$ cat config.mk
export PLATFORM = sky130hd
export DESIGN_NAME = balance_robot_controller
export DESIGN_NICKNAME = d
export VERILOG_FILES = /design/src/hdl/brc_pkg.sv /design/src/hdl/brc_serial_mul.sv /design/src/hdl/brc_const_div.sv /design/src/hdl/balance_robot_controller.sv
export SDC_FILE = /design/constraint.sdc
export NUM_CORES = 2
export LEC_CHECK = 0
export ABC_AREA = 0
export CORE_MARGIN = 2
export CORE_UTILIZATION = 50
export CTS_BUF_LIST = sky130_fd_sc_hd__clkbuf_8
export DETAILED_ROUTE_END_ITERATION = 8
export DONT_BUFFER_PORTS = 1
export PLACE_DENSITY_LB_ADDON = 0.05
export SYNTH_ARGS = -nofsm -noshare
export SYNTH_HDL_FRONTEND = slang
export SYNTH_SLANG_ARGS = --single-unit
$ cat constraint.sdc
create_clock -name clk -period 14.3 [get_ports clk]
set_input_delay 0.715 -clock clk [delete_from_list [all_inputs] [get_ports clk]]
set_output_delay 0.715 -clock clk [all_outputs]
set_load 0.01 [all_outputs]
$ cat src/hdl/brc_pkg.sv
`timescale 1ns / 1ps
// Package for the balance robot controller: widths, constants, types.
// No dependencies; imported by the multiplier, divider, top level and testbench.
package brc_pkg;

  localparam int CALIB_SAMPLES = 100;
  localparam int DRIVE_LIMIT   = 100;

  // serial multiplier operand and product widths
  localparam int MUL_A_W = 37;
  localparam int MUL_B_W = 18;
  localparam int MUL_P_W = MUL_A_W + MUL_B_W;

  // calibration divide: batch sum shifted up by 16 fraction bits
  localparam int SUM_W   = 17;
  localparam int DIVD_W  = SUM_W + 16;
  localparam int OFF_W   = 26;
  localparam int ACC_W   = 70;

  // configuration register indexes
  typedef enum logic [2:0] {
    CFG_RATE_GAIN     = 3'd0,
    CFG_ANGLE_GAIN    = 3'd1,
    CFG_SPEED_GAIN    = 3'd2,
    CFG_POSITION_GAIN = 3'd3,
    CFG_OFFSET_TRACK  = 3'd4,
    CFG_TICK_INTERVAL = 3'd5,
    CFG_TICK_RATE     = 3'd6
  } cfg_idx_t;

  typedef enum logic [2:0] {
    ST_IDLE,
    ST_CAL,
    ST_DIV,
    ST_MUL,
    ST_FIN,
    ST_OUT
  } state_t;

  // multiplier request and response
  typedef struct packed {
    logic                      start;
    logic signed [MUL_A_W-1:0] a;
    logic signed [MUL_B_W-1:0] b;
  } mul_req_t;

  typedef struct packed {
    logic                      done;
    logic signed [MUL_P_W-1:0] p;
  } mul_rsp_t;

endpackage

$ cat src/hdl/brc_serial_mul.sv
`timescale 1ns / 1ps
// Bit-serial signed shift-add multiplier, one multiplier bit per cycle.
// Depends on brc_pkg.
module brc_serial_mul (
  input  logic              clk,
  input  logic              rst_n,
  input  brc_pkg::mul_req_t req,
  output brc_pkg::mul_rsp_t rsp
);
  import brc_pkg::*;

  localparam int CNT_W = $clog2(MUL_B_W);

  logic                      busy_r;
  logic                      done_r;
  logic [CNT_W-1:0]          cnt_r;
  logic signed [MUL_P_W-1:0] acc_r;
  logic signed [MUL_P_W-1:0] a_r;
  logic [MUL_B_W-1:0]        b_r;
  logic signed [MUL_P_W-1:0] addend;
  logic                      last;

  assign last   = (cnt_r == CNT_W'(MUL_B_W - 1));
  assign addend = b_r[0] ? a_r : '0;

  // control
  always_ff @(posedge clk) begin
    if (!rst_n) begin
      busy_r <= 1'b0;
      done_r <= 1'b0;
      cnt_r  <= '0;
    end else begin
      done_r <= 1'b0;
      if (req.start) begin
        busy_r <= 1'b1;
        cnt_r  <= '0;
      end else if (busy_r) begin
        cnt_r <= cnt_r + 1'b1;
        if (last) begin
          busy_r <= 1'b0;
          done_r <= 1'b1;
        end
      end
    end
  end

  // datapath: the sign bit of b carries negative weight
  always_ff @(posedge clk) begin
    if (req.start) begin
      acc_r <= '0;
      a_r   <= MUL_P_W'(req.a);
      b_r   <= req.b;
    end else if (busy_r) begin
      acc_r <= last ? acc_r - addend : acc_r + addend;
      a_r   <= a_r <<< 1;
      b_r   <= b_r >> 1;
    end
  end

  assign rsp.done = done_r;
  assign rsp.p    = acc_r;

endmodule

$ cat src/hdl/brc_const_div.sv
`timescale 1ns / 1ps
// Restoring divider by the batch length, one quotient bit per cycle.
// Depends on brc_pkg.
module brc_const_div (
  input  logic                        clk,
  input  logic                        rst_n,
  input  logic                        start,
  input  logic [brc_pkg::DIVD_W-1:0]  dividend,
  output logic                        done,
  output logic [brc_pkg::OFF_W-1:0]   quotient
);
  import brc_pkg::*;

  localparam int CNT_W = $clog2(DIVD_W);
  localparam int REM_W = $clog2(CALIB_SAMPLES);

  logic              busy_r;
  logic              done_r;
  logic [CNT_W-1:0]  cnt_r;
  logic [DIVD_W-1:0] sh_r;
  logic [REM_W-1:0]  rem_r;
  logic [OFF_W-1:0]  quo_r;
  logic [REM_W:0]    trial;
  logic              qbit;

  assign trial = {rem_r, sh_r[DIVD_W-1]};
  assign qbit  = (trial >= (REM_W+1)'(CALIB_SAMPLES));

  always_ff @(posedge clk) begin
    if (!rst_n) begin
      busy_r <= 1'b0;
      done_r <= 1'b0;
      cnt_r  <= '0;
    end else begin
      done_r <= 1'b0;
      if (start) begin
        busy_r <= 1'b1;
        cnt_r  <= '0;
      end else if (busy_r) begin
        cnt_r <= cnt_r + 1'b1;
        if (cnt_r == CNT_W'(DIVD_W - 1)) begin
          busy_r <= 1'b0;
          done_r <= 1'b1;
        end
      end
    end
  end

  // shift in one dividend bit, subtract divisor when it fits
  always_ff @(posedge clk) begin
    if (start) begin
      sh_r  <= dividend;
      rem_r <= '0;
      quo_r <= '0;
    end else if (busy_r) begin
      sh_r  <= sh_r << 1;
      rem_r <= qbit ? REM_W'(trial - (REM_W+1)'(CALIB_SAMPLES)) : REM_W'(trial);
      quo_r <= {quo_r[OFF_W-2:0], qbit};
    end
  end

  assign done     = done_r;
  assign quotient = quo_r;

endmodule

$ cat src/hdl/balance_robot_controller.sv
`timescale 1ns / 1ps
// Top level of the balance controller: control sequencer and state.
// Depends on brc_pkg, brc_serial_mul and brc_const_div.
//
// One result per input tick. A calibrating tick passes from the calibration
// state to the output state, or through the offset divide when its batch
// completes with a spread of at most 1 (the offset divide runs one quotient bit
// per cycle). A balancing tick runs eight products through one bit-serial
// multiplier, one after another, then forms the drive in the finish state
// before the output state. A new tick is taken once the previous result has
// been moved into the output register; the output register holds a result
// until it is taken. Configuration writes are taken every cycle.
module balance_robot_controller (
  input  logic        clk,
  input  logic        rst_n,
  input  logic        in_valid,
  output logic        in_ready,
  input  logic [9:0]  in_gyro_sample,
  input  logic signed [23:0] in_left_count,
  input  logic signed [23:0] in_right_count,
  output logic        out_valid,
  input  logic        out_ready,
  output logic signed [7:0] out_drive,
  output logic        out_calibrating,
  output logic [9:0]  out_batch_spread,
  input  logic        cfg_valid,
  output logic        cfg_ready,
  input  logic [2:0]  cfg_index,
  input  logic [15:0] cfg_data
);
  import brc_pkg::*;

  state_t state_r, state_nxt;

  // configuration
  logic signed [15:0] rate_gain_r, angle_gain_r, speed_gain_r, position_gain_r;
  logic [15:0]        track_r, interval_r;
  logic [9:0]         tick_rate_r;

  // controller state
  logic [OFF_W-1:0]   offset_r;
  logic signed [31:0] angle_r;
  logic signed [24:0] wpos_r;
  logic [SUM_W-1:0]   sum_r;
  logic [9:0]         min_r, max_r, spread_r;
  logic [6:0]         count_r;
  logic               in_cal_r;

  // tick working registers
  logic [9:0]         g_r;
  logic signed [23:0] left_r, right_r;
  logic [OFF_W-1:0]   tmp_r;
  logic signed [26:0] rate_r;
  logic signed [35:0] sp_r;
  logic signed [ACC_W-1:0] acc_r;
  logic [2:0]         step_r;
  logic               mul_run_r;
  logic signed [7:0]  res_drive_r;

  // output register
  logic               out_valid_r;
  logic signed [7:0]  out_drive_r;
  logic               out_cal_r;
  logic [9:0]         out_spread_r;

  mul_req_t mreq;
  mul_rsp_t mrsp;
  logic              div_start;
  logic              div_done;
  logic [OFF_W-1:0]  div_q;

  // calibration batch update
  logic [SUM_W-1:0] sum_nxt;
  logic [9:0]       min_nxt, max_nxt, diff_mm;
  logic [6:0]       count_nxt;
  logic             batch_end, batch_good;

  assign sum_nxt    = sum_r + SUM_W'(g_r);
  assign min_nxt    = (g_r < min_r) ? g_r : min_r;
  assign max_nxt    = (g_r > max_r) ? g_r : max_r;
  assign count_nxt  = count_r + 1'b1;
  assign diff_mm    = max_nxt - min_nxt;
  assign batch_end  = (count_nxt >= 7'(CALIB_SAMPLES));
  assign batch_good = (diff_mm <= 10'd1);

  // balancing datapath pieces
  logic signed [24:0] pos_now;
  logic signed [25:0] pos_diff;
  logic [OFF_W-1:0]   off_new;
  logic signed [39:0] angle_sum;
  logic [16:0]        track_c;

  assign pos_now  = 25'(left_r) + 25'(right_r);
  assign pos_diff = 26'(pos_now) - 26'(wpos_r);
  assign off_new  = mrsp.p[OFF_W-1:0] + tmp_r;
  assign angle_sum = 40'(angle_r) + 40'($signed(mrsp.p[MUL_P_W-1:16]));
  assign track_c  = 17'h10000 - {1'b0, track_r};

  // operand select per product
  always_comb begin
    mreq.start = (state_r == ST_MUL) && !mul_run_r;
    case (step_r)
      3'd0: begin
        mreq.a = MUL_A_W'({1'b0, offset_r});
        mreq.b = MUL_B_W'({1'b0, track_c});
      end
      3'd1: begin
        mreq.a = MUL_A_W'({1'b0, g_r});
        mreq.b = MUL_B_W'({1'b0, track_r});
      end
      3'd2: begin
        mreq.a = MUL_A_W'(rate_r);
        mreq.b = MUL_B_W'({1'b0, interval_r});
      end
      3'd3: begin
        mreq.a = MUL_A_W'(pos_diff);
        mreq.b = MUL_B_W'({1'b0, tick_rate_r});
      end
      3'd4: begin
        mreq.a = MUL_A_W'(sp_r);
        mreq.b = MUL_B_W'(speed_gain_r);
      end
      3'd5: begin
        mreq.a = MUL_A_W'(wpos_r);
        mreq.b = MUL_B_W'(position_gain_r);
      end
      3'd6: begin
        mreq.a = MUL_A_W'(rate_r);
        mreq.b = MUL_B_W'(rate_gain_r);
      end
      default: begin
        mreq.a = MUL_A_W'(angle_r);
        mreq.b = MUL_B_W'(angle_gain_r);
      end
    endcase
  end

  brc_serial_mul u_mul (
    .clk   (clk),
    .rst_n (rst_n),
    .req   (mreq),
    .rsp   (mrsp)
  );

  assign div_start = (state_r == ST_CAL) && batch_end && batch_good;

  brc_const_div u_div (
    .clk      (clk),
    .rst_n    (rst_n),
    .start    (div_start),
    .dividend ({sum_nxt, 16'd0}),
    .done     (div_done),
    .quotient (div_q)
  );

  // drive: truncate the Q.24 sum toward zero, then clamp
  logic               acc_neg;
  logic [ACC_W-1:0]   acc_mag;
  logic [7:0]         mag_lim;
  logic signed [7:0]  drive_fin;

  assign acc_neg = acc_r[ACC_W-1];
  assign acc_mag = acc_neg ? ACC_W'(-acc_r) : ACC_W'(acc_r);
  assign mag_lim = ((|acc_mag[ACC_W-1:31]) || (acc_mag[30:24] > 7'(DRIVE_LIMIT)))
                   ? 8'(DRIVE_LIMIT) : {1'b0, acc_mag[30:24]};
  assign drive_fin = acc_neg ? -$signed(mag_lim) : $signed(mag_lim);

  // next state
  always_comb begin
    state_nxt = state_r;
    case (state_r)
      ST_IDLE: if (in_valid) state_nxt = in_cal_r ? ST_CAL : ST_MUL;
      ST_CAL:  state_nxt = div_start ? ST_DIV : ST_OUT;
      ST_DIV:  if (div_done) state_nxt = ST_OUT;
      ST_MUL:  if (mrsp.done && mul_run_r && step_r == 3'd7) state_nxt = ST_FIN;
      ST_FIN:  state_nxt = ST_OUT;
      ST_OUT:  if (!out_valid_r || out_ready) state_nxt = ST_IDLE;
      default: state_nxt = ST_IDLE;
    endcase
  end

  always_ff @(posedge clk) begin
    if (!rst_n) state_r <= ST_IDLE;
    else        state_r <= state_nxt;
  end

  assign in_ready  = (state_r == ST_IDLE);
  assign cfg_ready = 1'b1;

  // configuration writes
  always_ff @(posedge clk) begin
    if (!rst_n) begin
      rate_gain_r     <= 16'sd294;
      angle_gain_r    <= 16'sd1920;
      speed_gain_r    <= 16'sd51;
      position_gain_r <= 16'sd36;
      track_r         <= 16'd33;
      interval_r      <= 16'd524;
      tick_rate_r     <= 10'd125;
    end else if (cfg_valid) begin
      case (cfg_index)
        CFG_RATE_GAIN:     rate_gain_r     <= cfg_data;
        CFG_ANGLE_GAIN:    angle_gain_r    <= cfg_data;
        CFG_SPEED_GAIN:    speed_gain_r    <= cfg_data;
        CFG_POSITION_GAIN: position_gain_r <= cfg_data;
        CFG_OFFSET_TRACK:  track_r         <= cfg_data;
        CFG_TICK_INTERVAL: interval_r      <= cfg_data;
        CFG_TICK_RATE:     tick_rate_r     <= cfg_data[9:0];
        default: ;
      endcase
    end
  end

  // controller state and sequencing
  always_ff @(posedge clk) begin
    if (!rst_n) begin
      offset_r  <= '0;
      angle_r   <= '0;
      wpos_r    <= '0;
      sum_r     <= '0;
      min_r     <= 10'd1023;
      max_r     <= '0;
      count_r   <= '0;
      in_cal_r  <= 1'b1;
      spread_r  <= '0;
      step_r    <= '0;
      mul_run_r <= 1'b0;
    end else begin
      case (state_r)
        ST_IDLE: begin
          step_r    <= '0;
          mul_run_r <= 1'b0;
        end
        ST_CAL: begin
          if (batch_end) begin
            spread_r <= diff_mm;
            if (batch_good) in_cal_r <= 1'b0;
            sum_r   <= '0;
            min_r   <= 10'd1023;
            max_r   <= '0;
            count_r <= '0;
          end else begin
            sum_r   <= sum_nxt;
            min_r   <= min_nxt;
            max_r   <= max_nxt;
            count_r <= count_nxt;
          end
        end
        ST_DIV: if (div_done) offset_r <= div_q;
        ST_MUL: begin
          if (!mul_run_r) begin
            mul_run_r <= 1'b1;
          end else if (mrsp.done) begin
            mul_run_r <= 1'b0;
            step_r    <= step_r + 1'b1;
            case (step_r)
              3'd1: offset_r <= off_new;
              3'd2: begin
                if (angle_sum[39:31] != {9{angle_sum[39]}})
                  angle_r <= angle_sum[39] ? 32'sh80000000 : 32'sh7fffffff;
                else
                  angle_r <= angle_sum[31:0];
              end
              3'd3: wpos_r <= pos_now;
              default: ;
            endcase
          end
        end
        default: ;
      endcase
    end
  end

  // tick working registers
  always_ff @(posedge clk) begin
    if (state_r == ST_IDLE && in_valid) begin
      g_r     <= in_gyro_sample;
      left_r  <= in_left_count;
      right_r <= in_right_count;
    end
    if (state_r == ST_CAL) res_drive_r <= '0;
    if (state_r == ST_FIN) res_drive_r <= drive_fin;
    if (state_r == ST_MUL && mul_run_r && mrsp.done) begin
      case (step_r)
        3'd0: tmp_r <= mrsp.p[OFF_W+15:16];
        3'd1: rate_r <= $signed({1'b0, g_r, 16'd0}) - $signed({1'b0, off_new});
        3'd3: sp_r <= mrsp.p[35:0];
        3'd4: acc_r <= {mrsp.p, 15'd0};
        3'd5: acc_r <= acc_r + {mrsp.p, 15'd0};
        3'd6: acc_r <= acc_r + ACC_W'(mrsp.p);
        3'd7: acc_r <= acc_r + ACC_W'(mrsp.p);
        default: ;
      endcase
    end
  end

  // output register
  always_ff @(posedge clk) begin
    if (!rst_n) begin
      out_valid_r <= 1'b0;
    end else if (state_r == ST_OUT && (!out_valid_r || out_ready)) begin
      out_valid_r <= 1'b1;
    end else if (out_ready) begin
      out_valid_r <= 1'b0;
    end
  end

  always_ff @(posedge clk) begin
    if (state_r == ST_OUT && (!out_valid_r || out_ready)) begin
      out_drive_r  <= res_drive_r;
      out_cal_r    <= in_cal_r;
      out_spread_r <= spread_r;
    end
  end

  assign out_valid        = out_valid_r;
  assign out_drive        = out_drive_r;
  assign out_calibrating  = out_cal_r;
  assign out_batch_spread = out_spread_r;

endmodule

* Yosys cells after proc, flatten, opt, wreduce, memory -nomap -nowiden
Cells that the tools add are included.
W data, S select, Z words.
** Storage, ports and cells
- Flip-flop bits (word level) :: 689
- Input port bits :: 82
** Cells by class
- Reduce and logical (&&, ||, !) cells :: 47
- Bitwise operators :: 3
- Magnitude comparators :: 6
- Mux-type cells :: 52
- $add $sub $neg :: 19
- Equality and inequality tests :: 28
** Operators by type and width (number)
- $pmux W55 S7 :: 1
- $mux W55 :: 4
- $pmux W70 S3 :: 1
- $mux W26 :: 4
- $add A70 B55 Y70 :: 1
- $add A70 B70 Y70 :: 1
- $mux W70 :: 1
- $neg A70 Y70 :: 1
- $mux W33 :: 2
- $mux W32 :: 2
- $add A55 B55 Y55 :: 1
- $sub A55 B55 Y55 :: 1
- $pmux W26 S2 :: 1
- $add A32 B39 Y40 :: 1
- $mux W10 :: 4
- $reduce_or A39 Y1 :: 1
- $mux W18 :: 2
- $eq A3 B3 Y1 const B :: 9
- $sub A26 B26 Y27 :: 1
- $add A26 B26 Y26 :: 1
- $sub A25 B25 Y26 :: 1
- $add A24 B24 Y25 :: 1
- $mux W8 :: 3
- $reduce_and A2 Y1 :: 12
- 42 further kinds :: 98

* Depth between registers and ports, before layout
- Depth after elaboration :: 8
- Gate-level depth with buffers :: 29
- Mapped depth without buffers :: 26

* Modules after synthesis
From an unflattened synthesis, not the netlist that was laid out.
** Second synthesis, totals
- Cells, all modules :: 5549
- Area total of the unflattened synthesis :: 48525.3 sq um
** Modules (own cells, without submodules)
- balance_robot_controller :: cells an instance 4170, area an instance 35600.4 sq um, sequential area each 12371.9 sq um, instances 1
- brc_serial_mul :: cells an instance 1141, area an instance 9894.5 sq um, sequential area each 3433.3 sq um, instances 1
- brc_const_div :: cells an instance 238, area an instance 3030.4 sq um, sequential area each 1811.7 sq um, instances 1

* Worst setup path after synthesis
Ideal clock, no wire load.
- Kind :: register to register
- From :: reg u_mul.b_r[0]
- To :: reg u_mul.acc_r[52]
- Required time :: 14.173 ns
- Buffers on the path :: 8
- Slack :: 8.246 ns
- Arrival time :: 5.927 ns
- Stages on the path, launching flop included :: 30
- Period minus slack after synthesis :: 6.054 ns
- Cells stage by stage :: edfxtp_1 clkbuf_1 clkbuf_1 clkbuf_1 clkbuf_1 buf_1 nand2_1 ha_1 nand2_1 nor2_1 and4_1 nor2_1 or2_2 clkbuf_1 clkbuf_1 o211ai_1 ha_1 clkbuf_1 nand4_1 nor4_1 a2111oi_0 a31oi_1 a221oi_1 o221ai_1 nand3_1 a21boi_0 or4_1 o2111ai_1 nor4b_1 or3_1
** On the way
- Word-level cells in the longest chain between the ends :: 3
- Elaborated cells on any way between the ends :: 4
- Those cells by class :: add/sub (2); mux (2)
** RTL lines
- start, declared :: line brc_serial_mul.sv:19 : logic [MUL_B_W-1:0] b_r;
- start signal, assigned :: line brc_serial_mul.sv:52 : b_r <= req.b;
- start signal, assigned :: line brc_serial_mul.sv:56 : b_r <= b_r >> 1;
- $mux W55 * :: line brc_serial_mul.sv:24 : assign addend = b_r[0] ? a_r : '0;
- $add A55 B55 Y55 or $sub A55 B55 Y55 (tied branches) :: line brc_serial_mul.sv:54 : acc_r <= last ? acc_r - addend : acc_r + addend;
- $mux W55 * :: line brc_serial_mul.sv:54
- end signal, assigned :: line brc_serial_mul.sv:54
- end, declared :: line brc_serial_mul.sv:17 : logic signed [MUL_P_W-1:0] acc_r;
Every way passes the cells marked *; elsewhere a longest branch is shown, timed or not.
A chain may end at the register's enable or synchronous reset.

* Final worst setup path
- From :: reg g_r[1]
- To :: reg u_div.sh_r[18] (enable)
** On the way
- Word-level cells in the longest chain between the ends :: 6
- Elaborated cells on any way between the ends :: 8
- Those cells by class :: add/sub (1); order compare (3); mux (2); reduce/logical (2)
** RTL lines
- start, declared :: line balance_robot_controller.sv:50 : logic [9:0] g_r;
- start signal, assigned :: line balance_robot_controller.sv:277 : g_r <= in_gyro_sample;
- $gt A10 B10 Y1 or $lt A10 B10 Y1 (tied branches) :: line balance_robot_controller.sv:80, balance_robot_controller.sv:79
- $mux W10, on equally long branches :: line balance_robot_controller.sv:80, balance_robot_controller.sv:79
- $sub A10 B10 Y10 * :: line balance_robot_controller.sv:82 : assign diff_mm = max_nxt - min_nxt;
- $le A10 B1 Y1 * :: line balance_robot_controller.sv:84 : assign batch_good = (diff_mm <= 10'd1);
- $logic_and A1 B1 Y1 * :: line balance_robot_controller.sv:145 : assign div_start = (state_r == ST_CAL) && batch_end && batch_good;
- $reduce_bool A2 Y1 (no line) *
- end signal, assigned :: line brc_const_div.sv:52 : sh_r <= dividend;
- end signal, assigned :: line brc_const_div.sv:56 : sh_r <= sh_r << 1;
- end, declared :: line brc_const_div.sv:20 : logic [DIVD_W-1:0] sh_r;
Marked as above.

==> metrics.txt <==
outcome=completed; Int Pwr=0.00439 W; fillcell total=between 8000 and 9000; hold path startpoint=rst_n; total power=~0.0072 W; gr usage total=31.9%; placed insts=between 6000 and 7000; sequential share of power=33.6%; Max VDD drop=0.0923 mV; CP Launch Type=register; Starting Density=50.5%; CP Max Fanout=61; worst-skew pair later-pin latency=0.85 ns; Die Span Y=314 um; WL/cell=23.0 um; Seq/Total Area, Yosys=35.7%; Clock Path Buffers=3; Synth area leaders=edfxtp_1, dfxtp_1, ha_1, a21oi_1, nand2_1; final slew viol count=0; Worst Setup SP=g_r[1]; Tmin final=6.83 ns; Cells after Synth=5571; most frequent cells after synthesis=nand2_1, a21oi_1, nor2_1; Initial DRC Count=about 4500; leakage=20.6 nW; RSZ-0062 raised after global routing=no; WL final=~160000 um; share of the synthesized area in the top cell type=20.9%; Switching Share=39.3%; fmax=approximately 0.15 GHz; Hold Crit Depth=2; Avg Cell Area, Syn=8.62 um^2; critical path arrival=7.29 ns; cts bufs inserted=130; Final setup viols=0; ys async rst share=0%; CP Capture Type=register; min-delay worst type=in2reg; area of the core=roughly 95000 um^2; largest net degree at the start of global routing=116; EDFF count, synth=334; fin crit share=47.8%; vias per cell=about 6.3; Switch Pwr=between 0.002 and 0.003 W; vias=~44000; # DRC=0; first-pass GRT wire length=246000 um; Pre-antenna DRT Iters=6; dpl hpwl=112000 um; fin cells=6961; yosys warns=0; CTS tree=done; antenna violations before repair=2; critical path class=reg2reg; row count=113; r2r setup slk=about 7.5 ns; fraction of layout cells with a size suffix above 1=about 7.4%; most common cell in the netlist=nand2_1; Rel. slew slack=21.7%; pwr/cell area=between 100 and 150 nW/um^2; total grt overflow=0; Synth cell types=98; nets=6033; clock network power share=27.3%; Setup Fix Bufs, Post-CTS=0; CTS root buf=clkbuf_8; worst r2r path cells=25; Worst Clk Skew=between 0.04 and 0.05 ns; Post-CTS Resized=0; r2r startpoint=g_r[1]; H-tree levels=4; clock slew seen by the registers of the worst setup and hold paths=0.06 ns; Post-DRT Antenna Nets=0; placed standard-cell area=49300 um^2; die area=98500 um^2; total of max-cap violations=0; Main synth FF type=dfxtp_1; PortBufs=0; Gate power share=39.1%; Setup TNS Final=0 ns; synthesized area=around 48000 um^2; Core Util, Final=a little under three fifths; synth-to-layout area growth=9.83%; Final Hold Fails=0; Placer Congestion=0.925; Die Span X=314 um; vias in the first global route=approximately 41000; syn nets=6017; I/O pins=~100; transition time of the tightest slew-check pin=1.17 ns; Critical Path RT=14.75 ns; largest area contributor in the netlist=edfxtp_1; Finished Cell Area=52700 um^2; clk sinks=689; Yosys reg bits=~700
-- flip-flops by register name (all words and copies together), names as in the netlist, 27 cells and up --
register,count
u_mul.a_r,55
rate_r,27
acc_r,70
angle_r,32
sp_r,36
u_mul.acc_r,55
-- cell type report --
| type | count | area, um^2 | area share [%] |
|---|---|---|---|
| inverter | 163 | 617 | 1.17 |
| antenna | 4 | 10.0 | 0.0190 |
| clock inverter | 95 | 621 | 1.18 |
| timing repair buffer | 164 | 1450 | 2.75 |
| multi-input combinational | 4439 | 29400 | 55.7 |
| clock buffer | 142 | 1950 | 3.71 |
| tap | 1265 | 1580 | 3.00 |
| sequential | 689 | 17100 | 32.5 |
-- power by group through the flow --
stage               Combinational [W]  Clock, W  Sequential, W
finish                        0.00283   0.00198        0.00243
global route                  0.00312   0.00209        0.00244
CTS                           0.00279   0.00201        0.00243
detailed placement            0.00274         0        0.00247
global placement              0.00273         0        0.00246
floorplan                     0.00203         0        0.00239
-- metrics by stage --
stage               setup slack (ns)  hold WS [ns]
global route                    6.90        0.0894
global placement                7.51         0.415
detailed placement              7.48         0.418
CTS                             7.45        0.0159
finish                          7.47        0.0839
floorplan                       8.25         0.400
-- timing repair --
item                                    in CTS  in global routing
hold endpoints to repair                   196                  0
hold buffers                                80                  0
endpoints found under the setup margin       0                  0
-- layout by cell type (no fill, tap or decap), types with 20 or more instances in the layout --
cell type	n
nand3b_1	21
a21o_1	186
dfxtp_1	352
mux2i_1	85
nor3_1	127
nand2b_1	70
o21bai_1	38
o211ai_1	55
or4_1	20
a221oi_1	28
a22oi_1	74
mux2_2	51
a21oi_1	496
o221a_2	31
nor4_1	40
a222oi_1	25
a211oi_1	63
nand4_1	50
xnor2_1	205
a221o_1	22
or3_1	35
o21ai_0	342
buf_4	84
dlygate4sd3_1	79
xor2_1	141
clkbuf_8	142
ha_1	353
o31ai_1	29
nand3_1	142
o21a_1	54
and3_1	52
nor2b_1	60
clkinv_1	22
edfxtp_1	334
inv_1	201
nand2_1	632
and2_1	33
a31oi_1	63
nor2_1	483
-- worst max-delay path, cell delays in order (launching register included) --
cell      delay (ns)
edfxtp_1        0.56
ha_1            0.34
a21o_1          0.15
a21o_1          0.17
a21oi_1         0.13
nor2b_1         0.05
o21ai_0         0.16
a21oi_1         0.16
a21oi_1         0.58
buf_4           0.28
nor2_1          0.05
a21oi_1         0.29
ha_1            0.30
nor2b_1         0.12
o21ai_0         0.19
a21boi_0        0.14
o21ai_0         0.23
a21oi_1         0.13
or3_1           0.37
a21oi_1         0.18
and2_1          0.15
and2_1          0.15
inv_1           0.07
mux2i_4         0.13
buf_4           0.59
nand2b_1        0.73
-- logic make-up after synthesis --
family,after synthesis,share of synthesized area [%]
simple gates,1863,18.2
compound gates,1728,23.6
flops,689,35.7
buf+inv,443,3.50
fa+ha+maj,364,9.62
xor+xnor,346,6.31
mux,137,2.99
other cells,1,0.00781
-- path summary, 6_finish.rpt --
kind / to
worst max-delay path: u_div.sh_r[18]
worst min-delay path: offset_r[24]
worst max register to register: u_div.sh_r[18]
worst min register to register: out_batch_spread[5]
-- metal layers --
metal | track usage, % | vias up | share of wire, %
met5 | 0 | - | 0
met4 | 11.8 | 0 | 3.5
met3 | 4.35 | 318 | 7.0
met2 | 51.4 | 1589 | 45
met1 | 43.7 | 20934 | 44
li1 | - | 20745 | -
(Power assumes the default switching activity.)
